### src/hw/rtl/kts_pkg.sv
// ----------------------------------------------------------------------------
// kts_pkg
// Shared types and constants for the keyframe track sampler.
// ----------------------------------------------------------------------------
package kts_pkg;

  // Configuration register indexes
  localparam logic [2:0] RegLoopEnable   = 3'd0;
  localparam logic [2:0] RegClipDuration = 3'd1;
  localparam logic [2:0] RegKeyCount     = 3'd2;
  localparam logic [2:0] RegDefaultX     = 3'd3;
  localparam logic [2:0] RegDefaultY     = 3'd4;
  localparam logic [2:0] RegDefaultZ     = 3'd5;

  // Input command codes
  localparam logic CmdWrite  = 1'b0;
  localparam logic CmdSample = 1'b1;

  // Remainder steps for the time wrap, quotient steps for alpha
  localparam logic [5:0] ModSteps   = 6'd32;
  localparam logic [5:0] AlphaSteps = 6'd16;

  localparam logic [15:0] AlphaMax = 16'hFFFF;

  // One stored keyframe
  typedef struct packed {
    logic [31:0] ktime;
    logic [31:0] x;
    logic [31:0] y;
    logic [31:0] z;
  } key_t;

  // Request to the shared divider
  typedef struct packed {
    logic        start;
    logic [31:0] rem_init;
    logic [31:0] dividend;
    logic [31:0] divisor;
    logic [5:0]  steps;
  } div_req_t;

  // Divider result
  typedef struct packed {
    logic        done;
    logic [31:0] rem;
    logic [31:0] quot;
  } div_rsp_t;

endpackage

### src/hw/rtl/kts_divider.sv
// ----------------------------------------------------------------------------
// kts_divider
// Restoring unsigned divider, one quotient bit per cycle.
// ----------------------------------------------------------------------------
module kts_divider (
  input  logic               clk_i,
  input  logic               rst_ni,
  input  kts_pkg::div_req_t  req_i,
  output kts_pkg::div_rsp_t  rsp_o
);

  logic        busy_q;
  logic [5:0]  cnt_q;
  logic [31:0] rem_q;
  logic [31:0] quo_q;
  logic [31:0] div_q;
  logic        done_q;

  logic [32:0] trial;
  logic [32:0] diff;
  logic        take;

  // One compare-and-subtract step
  assign trial = {rem_q, quo_q[31]};
  assign diff  = trial - {1'b0, div_q};
  assign take  = (trial >= {1'b0, div_q});

  always_ff @(posedge clk_i or negedge rst_ni) begin
    if (!rst_ni) begin
      busy_q <= 1'b0;
      cnt_q  <= '0;
      done_q <= 1'b0;
    end else begin
      done_q <= 1'b0;
      if (req_i.start) begin
        busy_q <= 1'b1;
        cnt_q  <= req_i.steps;
      end else if (busy_q) begin
        cnt_q <= cnt_q - 6'd1;
        if (cnt_q == 6'd1) begin
          busy_q <= 1'b0;
          done_q <= 1'b1;
        end
      end
    end
  end

  // Datapath
  always_ff @(posedge clk_i) begin
    if (req_i.start) begin
      rem_q <= req_i.rem_init;
      quo_q <= req_i.dividend;
      div_q <= req_i.divisor;
    end else if (busy_q) begin
      rem_q <= take ? diff[31:0] : trial[31:0];
      quo_q <= {quo_q[30:0], take};
    end
  end

  assign rsp_o.done = done_q;
  assign rsp_o.rem  = rem_q;
  assign rsp_o.quot = quo_q;

endmodule

### config.mk
export PLATFORM = sky130hd
export DESIGN_NAME = kts_divider
export DESIGN_NICKNAME = d
export VERILOG_FILES = /design/src/hw/rtl/kts_pkg.sv /design/src/hw/rtl/kts_divider.sv
export SDC_FILE = /design/constraint.sdc
export NUM_CORES = 1
export LEC_CHECK = 0
export ABC_CLOCK_PERIOD_IN_PS = 2900
export BUFFER_PORTS_ARGS = -buffer_cell sky130_fd_sc_hd__buf_2
export CAP_MARGIN = 20
export CORE_ASPECT_RATIO = 1.4
export CORE_UTILIZATION = 48
export CTS_CLUSTER_DIAMETER = 120
export DETAILED_ROUTE_END_ITERATION = 8
export HOLD_SLACK_MARGIN = 0.12
export MAX_ROUTING_LAYER = met4
export PLACE_DENSITY = 0.77
export SLEW_MARGIN = 10
export SYNTH_ARGS = -nofsm -noshare
export SYNTH_HDL_FRONTEND = slang
export SYNTH_SLANG_ARGS = --single-unit
### constraint.sdc
create_clock -name clk_i -period 2.9 [get_ports clk_i]
set_clock_uncertainty 0.1 [all_clocks]
set_input_delay 0 -clock clk_i [delete_from_list [all_inputs] [get_ports clk_i]]
set_output_delay 0 -clock clk_i [all_outputs]
set_load 0.02 [all_outputs]
# [Word-level counts from Yosys, hierarchy flattened]
# Index checks and enable logic that the tools add are counted.
[word_totals] ff_bits=104 in_bits=105 out_inout_bits=65
[classes] add_sub_neg=2 magnitude_cmp=1 eq_ne=1 muxes=13 reduce_logical=1
[ops] operator="32-bit two-way mux" n=5
[ops] operator="33-bit by 32-bit >= comparator with 1-bit output" n=1
[ops] operator="32-bit subtractor" n=1
[ops] operator="6-bit two-way mux" n=2
[ops] operator="6-bit by 1-bit equality test with 1-bit output (second input constant)" n=1
[ops] operator="1-bit two-way mux" n=6
[ops] operator="6-bit by 1-bit subtractor with 6-bit output (second input constant)" n=1
[ops] operator="2-bit nonzero test" n=1

# [Depth between registers and ports, before layout]
# Gate-level depths: netlist of run 1.
[depth] word_depth=4 mapped_depth=14 depth_no_buf=12

# [Worst setup path after synthesis of run 1]
# Ideal clock, no wire load.
[synth_timing] path_kind="register to register" start="register quo_q[31]" end="register rem_q[22] (data pin)" arrival_time_ps=2731 slack_ps=-82 path_stages_with_launch=13 path_buffers=0 cell_sequence="edfxtp_1 inv_1 ha_1 inv_1 fa_1 a211oi_1 o21ai_0 o211ai_1 a21oi_1 o21ai_1 nor2_1 or4_4 o211ai_2"
[synth_between] elab_chain_cells=4 word_cells_on_any_way=5 classes_between="add/sub: 1; order compare: 1; mux: 3"
[synth_rtl] element="from (decl)" line="kts_divider.sv:15" rtl="logic [31:0] quo_q;"
[synth_rtl] element="from (signal assigned)" line="kts_divider.sv:52" rtl="quo_q <= req_i.dividend;"
[synth_rtl] element="from (signal assigned)" line="kts_divider.sv:56" rtl="quo_q <= {quo_q[30:0], take};"
[synth_rtl] element="32-bit subtractor / 33-bit by 32-bit >= comparator with 1-bit output (equally long branches)" line="kts_divider.sv:25, kts_divider.sv:26"
[synth_rtl] element="32-bit two-way mux *" line="kts_divider.sv:55" rtl="rem_q <= take ? diff[31:0] : trial[31:0];"
[synth_rtl] element="32-bit two-way mux *" line="kts_divider.sv:54" rtl="end else if (busy_q) begin"
[synth_rtl] element="32-bit two-way mux *" line="kts_divider.sv:50" rtl="if (req_i.start) begin"
[synth_rtl] element="to (signal assigned)" line="kts_divider.sv:51" rtl="rem_q <= req_i.rem_init;"
[synth_rtl] element="to (signal assigned)" line="kts_divider.sv:55"
[synth_rtl] element="to (decl)" line="kts_divider.sv:14" rtl="logic [31:0] rem_q;"
# Every way passes the cells marked *; elsewhere a longest branch is shown, timed or not. The select of a mux whose other input is x is not followed.
# A chain may end at the register's enable or synchronous reset.

# [Worst setup path in the final report of run 1]
[layout_timing] start="register rem_q[0]" end="register rem_q[25] (data pin)"
[layout_between] elab_chain_cells=4 word_cells_on_any_way=5 classes_between="add/sub: 1; order compare: 1; mux: 3"
[layout_rtl] element="32-bit subtractor / 33-bit by 32-bit >= comparator with 1-bit output (equally long branches)" line="kts_divider.sv:25, kts_divider.sv:26"
[layout_rtl] element="32-bit two-way mux *" line="kts_divider.sv:55"
[layout_rtl] element="32-bit two-way mux *" line="kts_divider.sv:54"
[layout_rtl] element="32-bit two-way mux *" line="kts_divider.sv:50"
# Marked as above.

==> results of run 1 <==
-- worst max-delay path: cells and delay by family, from the launching register on --
| family | cells | cell delay [ns] |
|---|---|---|
| compound gates | 4 | 1.01 |
| simple gates | 2 | 0.29 |
| fa+ha+maj | 1 | 0.28 |
| flops | 1 | 0.47 |
| mux | 2 | 0.57 |
-- final cells by class --
class,instances,area share [%]
Clock inverter,7,0.693
Tap cell,153,2.04
Timing Repair Buffer,350,26.7
Clock buffer,9,2.40
Sequential cell,104,32.8
Multi-Input combinational cell,404,33.7
Inverter,42,1.68
-- logic make-up after synthesis --
| logic type | after synthesis |
|---|---|
| xor+xnor | 33 |
| mux | 40 |
| flops | 104 |
| simple gates | 149 |
| fa+ha+maj | 35 |
| compound gates | 147 |
| buf+inv | 71 |
-- final timing paths --
kind / from / to / slack (ns)
max: rem_q[0]$_DFFE_PP_ / rem_q[25]$_DFFE_PP_ / -0.06
min: req_i[22] / div_q[16]$_DFFE_PP_ / 0.25
max reg2reg: rem_q[0]$_DFFE_PP_ / rem_q[25]$_DFFE_PP_ / -0.06
min reg2reg: quo_q[21]$_DFFE_PP_ / quo_q[22]$_DFFE_PP_ / 0.49
max in group asynchronous: rst_ni / busy_q$_DFF_PN0_ / 1.88
min in group asynchronous: rst_ni / cnt_q[4]$_DFFE_PN0P_ / 0.53
-- per-layer routing --
| metal | track usage [%] | share of wire [%] |
|---|---|---|
| met4 | 9.07 | 2.8 |
| met2 | 51.4 | 53 |
| met5 | - | 0 |
| met3 | 4.08 | 4.1 |
| met1 | 31.5 | 40 |
-- cell usage in the layout (no fill, tap or decap), types with 13 or more instances in the layout --
master,instances
nand3b_1,15
a21oi_1,21
edfxtp_1,96
ha_1,22
dlygate4sd3_1,105
mux2_2,32
a21o_1,15
buf_2,168
xor2_1,17
xnor2_1,16
nand2_1,59
o311ai_0,13
o21ai_0,22
inv_1,38
nor2_1,26
buf_4,72
-- repair_timing --
item,4_1_cts,5_1_grt
hold buffers,105,0
pin swaps,4,25
buffers inserted,4,8
resized for setup,10,40
gates cloned,0,0
endpoints found under the setup margin,19,33
endpoints found under the hold margin,120,0
-- state kept, by name, indices dropped and copies added (netlist names) --
register,flops
done_q,1
cnt_q,6
rem_q,32
quo_q,32
busy_q,1
div_q,32
-- report_power, final --
group | switching (mW) | internal (mW)
Clock | 0.613 | 0.602
Combinational | 2.73 | 2.37
Sequential | 0.254 | 2.09
Total | 3.60 | 5.06
==> flow_summary_export.csv, run 1 <==
group,metric,value,unit
status,status,"finished, violations left",
routing,dr.pass1.iters,5,
setup_path,startpoint_type,"flop",
clock_tree,insertion_delay,0.36,ns
layout,multi_input_area,3160,um^2
setup_path,critPathCaptureType,"flop",
setup_path,cp_slowest_cell,"edfxtp_1",
worst_hold_path,min_path_type,"in2reg",
yosys,yosysTopAreaCell,"edfxtp_1",
die,dieArea,13700,um^2
yosys,synth_common_cells,"edfxtp_1, nand2_1, inv_1, ha_1, mux2_2",
yosys,synth_compound_area_share,16.2,%
layout,finalCoreUtilization,72.9,%
timing,hold_violations,0,
status,violations,"negative setup slack",
setup_path,arrival,2.97,ns
yosys,synth_nets,719,
layout,fin_nets,1051,
yosys,syn_area_per_cell,11.0,um^2
die,initial_core_util,49.3,%
global_routing,antenna_found_initial,0,
clock_tree,htree_levels,3,
setup_path,cp_common_cell,"mux2_4",
die,die_h,138,um
yosys,synth_top_family_by_area,"compound AO/OA/AOI/OAI gates",
clock_tree,cts-root-buf,"clkbuf_16",
setup_path,critical_path_class,"reg2reg",
routing,ant_nets,0,
yosys,syn-cell-area,6340,um^2
yosys,async_flop_share,7.69,%
timing,setup_tns,-0.135,ns
timing,final-setup-viol-count,4,
yosys,synth_xor_area_share,4.56,%
timing,fmax,338,MHz
setup_path,critPathMaxStageDelay,0.47,ns
place,gp_congestion,0.917,
timing,finalWorstSetupSlack,-0.0583,ns
yosys,synth_flop_cell,"edfxtp_1",
yosys,synth_edf_count,96,
timing,layout_worst_path_cycle_share,102,%
yosys,synthMuxAreaShare,6.99,%
timing,rsz0062_at_grt,"true",
yosys,syn_inst,579,
place,dp_hpwl,12.3,mm
power_and_ir_drop,finalPower,8.66,mW
timing,max_slew_margin,65.3,%
timing,hold_ws,0.250,ns
yosys,synth.most_common_cell,"edfxtp_1",
worst_hold_path,hold_depth,2,
job,maxCapViolations,0,
global_routing,grt_max_degree,83,
power_and_ir_drop,leakage,4.17,nW
clock_tree,path_clk_slew,0.08,ns
layout,seq_area,3080,um^2
setup_path,r2r_cells,9,
layout,area_growth,48.1,%
place,place_area,7770,um^2
timing,period_needed,2.96,ns
die,rows,49,
layout,antennaDiodeCount,0,
yosys,ys_warn_count,0,
place,port_buffers,169,
yosys,synth-simple-area-share,11.9,%
routing,drcViolationCount,0,
clock_tree,cts_made_buffers,9,
yosys,synth.ff_latch_count,104,
yosys,synthAdderAreaFrac,7.02,%
routing,num_vias,5856,
yosys,synth_area_leaders,"edfxtp_1, ha_1, mux2_2",
global_routing,grt_pass1_vias,5864,
layout,fillers,901,
place,pre_cts_ws,-0.141,ns
global_routing,grt-ovfl-total,0,
routing,via_per_inst,5.48,
setup_path,crit_fanout,6,
power_and_ir_drop,ir_drop,0.000474,V
global_routing,grt_first_pass_wirelength,28.8,mm
die,die_x,99.1,um
yosys,yosysTopAreaCellShare,45.5,%
layout,drive_gt1_share,37.3,%
place,place_inst,937,
setup_path,worstPathRequired,2.91,ns
layout,stdcell_count,1069,
power_and_ir_drop,p_per_area,923,nW/um^2
routing,routed_wl,19.1,mm
die,coreArea,12900,um^2
layout,finalInstanceArea,9390,um^2
timing,worstMarginPinSlew,0.508,ns
global_routing,grt_usage,28.0,%
yosys,seq_area_frac_synth,48.6,%
clock_tree,cts_max_path_buffers,2,
die,num_io_pins,170,
routing,avgRoutedWirePerCell,17.8,um
clock_tree,clock_sinks,104,
yosys,yosysUniqueCellTypes,60,
clock_tree,cts_tree,"built",
timing,drv_slew,0,
routing,first_iter_violations,351,
setup_path,crit_chain,"ha_4 -> nor2b_4 -> o31a_4 -> o211ai_2 -> nand3_2 -> a31oi_4 -> o21a_4 -> mux2_4 -> mux2_4",
(Power assumes the default switching activity.)
==> inputs of run 2 (changes only) <==
--- a/config.mk
+++ b/config.mk
@@ -6,15 +6,16 @@
 export NUM_CORES = 1
 export LEC_CHECK = 0
 export ABC_CLOCK_PERIOD_IN_PS = 2900
-export BUFFER_PORTS_ARGS = -buffer_cell sky130_fd_sc_hd__buf_2
 export CAP_MARGIN = 20
 export CORE_ASPECT_RATIO = 1.4
-export CORE_UTILIZATION = 48
+export CORE_UTILIZATION = 55
 export CTS_CLUSTER_DIAMETER = 120
 export DETAILED_ROUTE_END_ITERATION = 8
+export DONT_BUFFER_PORTS = 1
+export GPL_TIMING_DRIVEN = 0
 export HOLD_SLACK_MARGIN = 0.12
 export MAX_ROUTING_LAYER = met4
-export PLACE_DENSITY = 0.77
+export PLACE_DENSITY = 0.73
 export SLEW_MARGIN = 10
 export SYNTH_ARGS = -nofsm -noshare
 export SYNTH_HDL_FRONTEND = slang
==> run 2 against run 1 <==
Against the previous run:
- the run still ends with negative setup slack left
- register-to-register slack got worse by 0.16 ns
- first-iteration DRC count is 27% higher
- via count shrank 3.8%
- combinational power grew 1%
- highest routed layer unchanged
- power rose by 8.1%
- core utilization rose by 6.9 points
- cell count decreased by 18%
- sequential power grew 23%
==> flow_summary_export.csv, run 2 (same netlist as run 1, synthesis figures left out) <==
group,metric,value,unit
status,status,"finished, violations left",
status,violations,"negative setup slack",
layout,final_cell_mix,"dlygate4sd3_1, edfxtp_1, nand2_1, inv_1, mux2_2",
layout,fillers,688,
global_routing,grt_usage,34.0,%
power_and_ir_drop,switchingPower,4.03,mW
worst_hold_path,hold_start,"req_i[8]",
layout,area_growth,41.9,%
timing,hold_violations,0,
clock_tree,cts_made_buffers,9,
timing,setup_tns,-2.67,ns
global_routing,grt_first_pass_wirelength,29.6,mm
setup_path,startpoint_type,"flop",
layout,drive_gt1_share,25.6,%
clock_tree,cts_tree,"built",
die,num_io_pins,170,
layout,layout_commonest_cell,"dlygate4sd3_1",
power_and_ir_drop,pwr-share-seq,30.9,%
place,dp_hpwl,11.9,mm
clock_tree,clock_sinks,104,
setup_path,arrival,3.10,ns
power_and_ir_drop,ir_drop,0.000474,V
routing,drcViolationCount,0,
routing,ant_nets,0,
power_and_ir_drop,p_per_area,1040,nW/um^2
layout,multi_input_area,3630,um^2
setup_path,r2r_cells,13,
setup_path,critical_path_class,"reg2reg",
die,rows,46,
power_and_ir_drop,p_clk_share,14.0,%
global_routing,grt-ovfl-total,0,
die,die_h,129,um
power_and_ir_drop,leakage,3.50,nW
place,pre_cts_ws,-0.490,ns
layout,largestRegisters,"div_q: 32 flops, quo_q: 32 flops, rem_q: 32 flops",
routing,first_iter_violations,447,
setup_path,worstPathRequired,2.88,ns
setup_path,cp_common_cell,"inv_2",
global_routing,grt_pass1_vias,5772,
worst_hold_path,min_path_type,"in2reg",
global_routing,antenna_found_initial,0,
place,place_area,6540,um^2
layout,seq_area,3080,um^2
job,maxCapViolations,0,
setup_path,cp_num_buf_inv,3,
setup_path,crit_fanout,4,
clock_tree,htree_levels,3,
die,die_x,92.7,um
layout,finalCoreUtilization,79.8,%
die,coreArea,11300,um^2
worst_hold_path,hold_depth,1,
worst_hold_path,hold_end,"div_q[2]$_DFFE_PP_",
timing,period_needed,3.12,ns
layout,antennaDiodeCount,0,
place,port_buffers,0,
clock_tree,insertion_delay,0.36,ns
place,gp_congestion,0.889,
routing,avgRoutedWirePerCell,23.8,um
routing,dr.pass1.iters,5,
clock_tree,cts_max_path_buffers,2,
setup_path,reg2reg_to,"rem_q[14]$_DFFE_PP_",
setup_path,crit_chain,"inv_2 -> ha_4 -> inv_2 -> fa_2 -> a211oi_2 -> o21ai_1 -> o211ai_1 -> buf_4 -> nand2_4 -> a21o_1 -> a21oi_2 -> xor2_2 -> o311ai_2",
global_routing,grt_max_degree,65,
timing,layout_worst_path_cycle_share,108,%
routing,num_vias,5634,
die,initial_core_util,56.2,%
setup_path,critPathCaptureType,"flop",
setup_path,r2r_slack,-0.22,ns
power_and_ir_drop,power.internal,5.33,mW
setup_path,cp_top_family,"compound AO/OA/AOI/OAI gates",
layout,finalInstanceArea,9000,um^2
timing,rsz0062_at_grt,"true",
setup_path,crit_start,"quo_q[31]$_DFFE_PP_",
timing,worstMarginPinSlew,0.834,ns
clock_tree,path_clk_slew,0.08,ns
timing,max_slew_margin,44.4,%
timing,finalWorstSetupSlack,-0.220,ns
power_and_ir_drop,switching_share,43.1,%
setup_path,cp_slowest_cell,"edfxtp_1",
timing,fmax,321,MHz
die,dieArea,12000,um^2
setup_path,timing.rr.start,"quo_q[31]$_DFFE_PP_",
power_and_ir_drop,pwr-share-comb,55.1,%
timing,final-setup-viol-count,25,
setup_path,critPathMaxStageDelay,0.51,ns
timing,drv_slew,0,
layout,fin_nets,869,
clock_tree,cts-root-buf,"clkbuf_16",
routing,routed_wl,20.9,mm
routing,via_per_inst,6.42,
[run 2: cell types whose count changed in the layout (fill, tap and decap cells not counted), moves of 6 or more]
cell	change
ha_4	+19
buf_2	-168
buf_4	-43
o311ai_1	+6
o311ai_2	+7
clkbuf_1	+12
o311ai_0	-13
ha_1	-14
[run 2: power by group through the flow]
stage                     clock [mW]  sequential (mW)  combinational, mW
after detailed placement           0             2.82               3.20
after global placement             0             2.81               3.15
final                           1.31             2.89               5.16
after CTS                       1.31             2.83               4.39
after floorplan                    0             2.69               2.54
after global routing            1.36             2.93               5.48
[run 2: what timing repair did]
action | CTS | global route
hold buffers | 106 | 0
endpoints found under the setup margin | 33 | 33
cloned | 4 | 2
gates resized for setup | 106 | 66
pin swaps | 21 | 49
setup buffers | 24 | 9
hold endpoints to repair | 142 | 0
[run 2: worst register-to-register path: cells and delay by family (launching register included)]
kind	cells	cell delay (ns)
compound gates	6	1.10
xor+xnor	1	0.22
fa+ha+maj	2	0.50
buf+inv	3	0.35
flops	1	0.51
simple gates	1	0.06
[run 2: how the worst max path moves through the flow]
stage / end / cells after the start / slack [ns]
after global routing: rem_q[22]$_DFFE_PP_ / 10 / -0.30
after CTS: rem_q[25]$_DFFE_PP_ / 10 / -0.16
after global placement: rem_q[8]$_DFFE_PP_ / 4 / -0.57
after floorplan: rem_q[25]$_DFFE_PP_ / 10 / -0.02
after detailed placement: rem_q[22]$_DFFE_PP_ / 12 / -0.49
final: rem_q[14]$_DFFE_PP_ / 13 / -0.22
[run 2: area by class of cell]
class / count / share of cell area [%]
buffer: 26 / 2.04
clock buffer: 9 / 2.50
clock inverter: 7 / 1.01
inverter: 42 / 1.78
multi-input combinational: 404 / 40.3
sequential: 104 / 34.3
tap: 144 / 2.00
timing repair buffer: 142 / 16.1
[run 2: through the flow]
stage | std cells | power (mW) | hold WS, ns
final | 878 | 9.37 | 0.165
after global routing | 878 | 9.78 | 0.164
after CTS | 873 | 8.53 | 0.163
after detailed placement | 723 | 6.02 | -0.395
after global placement | 723 | 5.96 | -0.395
after floorplan | 579 | 5.23 | -0.396
[run 2: per-layer routing]
layer	vias up	track usage, %	wire length, um
met5	-	-	0
met4	0	17.6	1290
met3	117	8.45	1620
met2	352	57.8	10600
met1	2703	36.8	7430
li1	2462	-	-
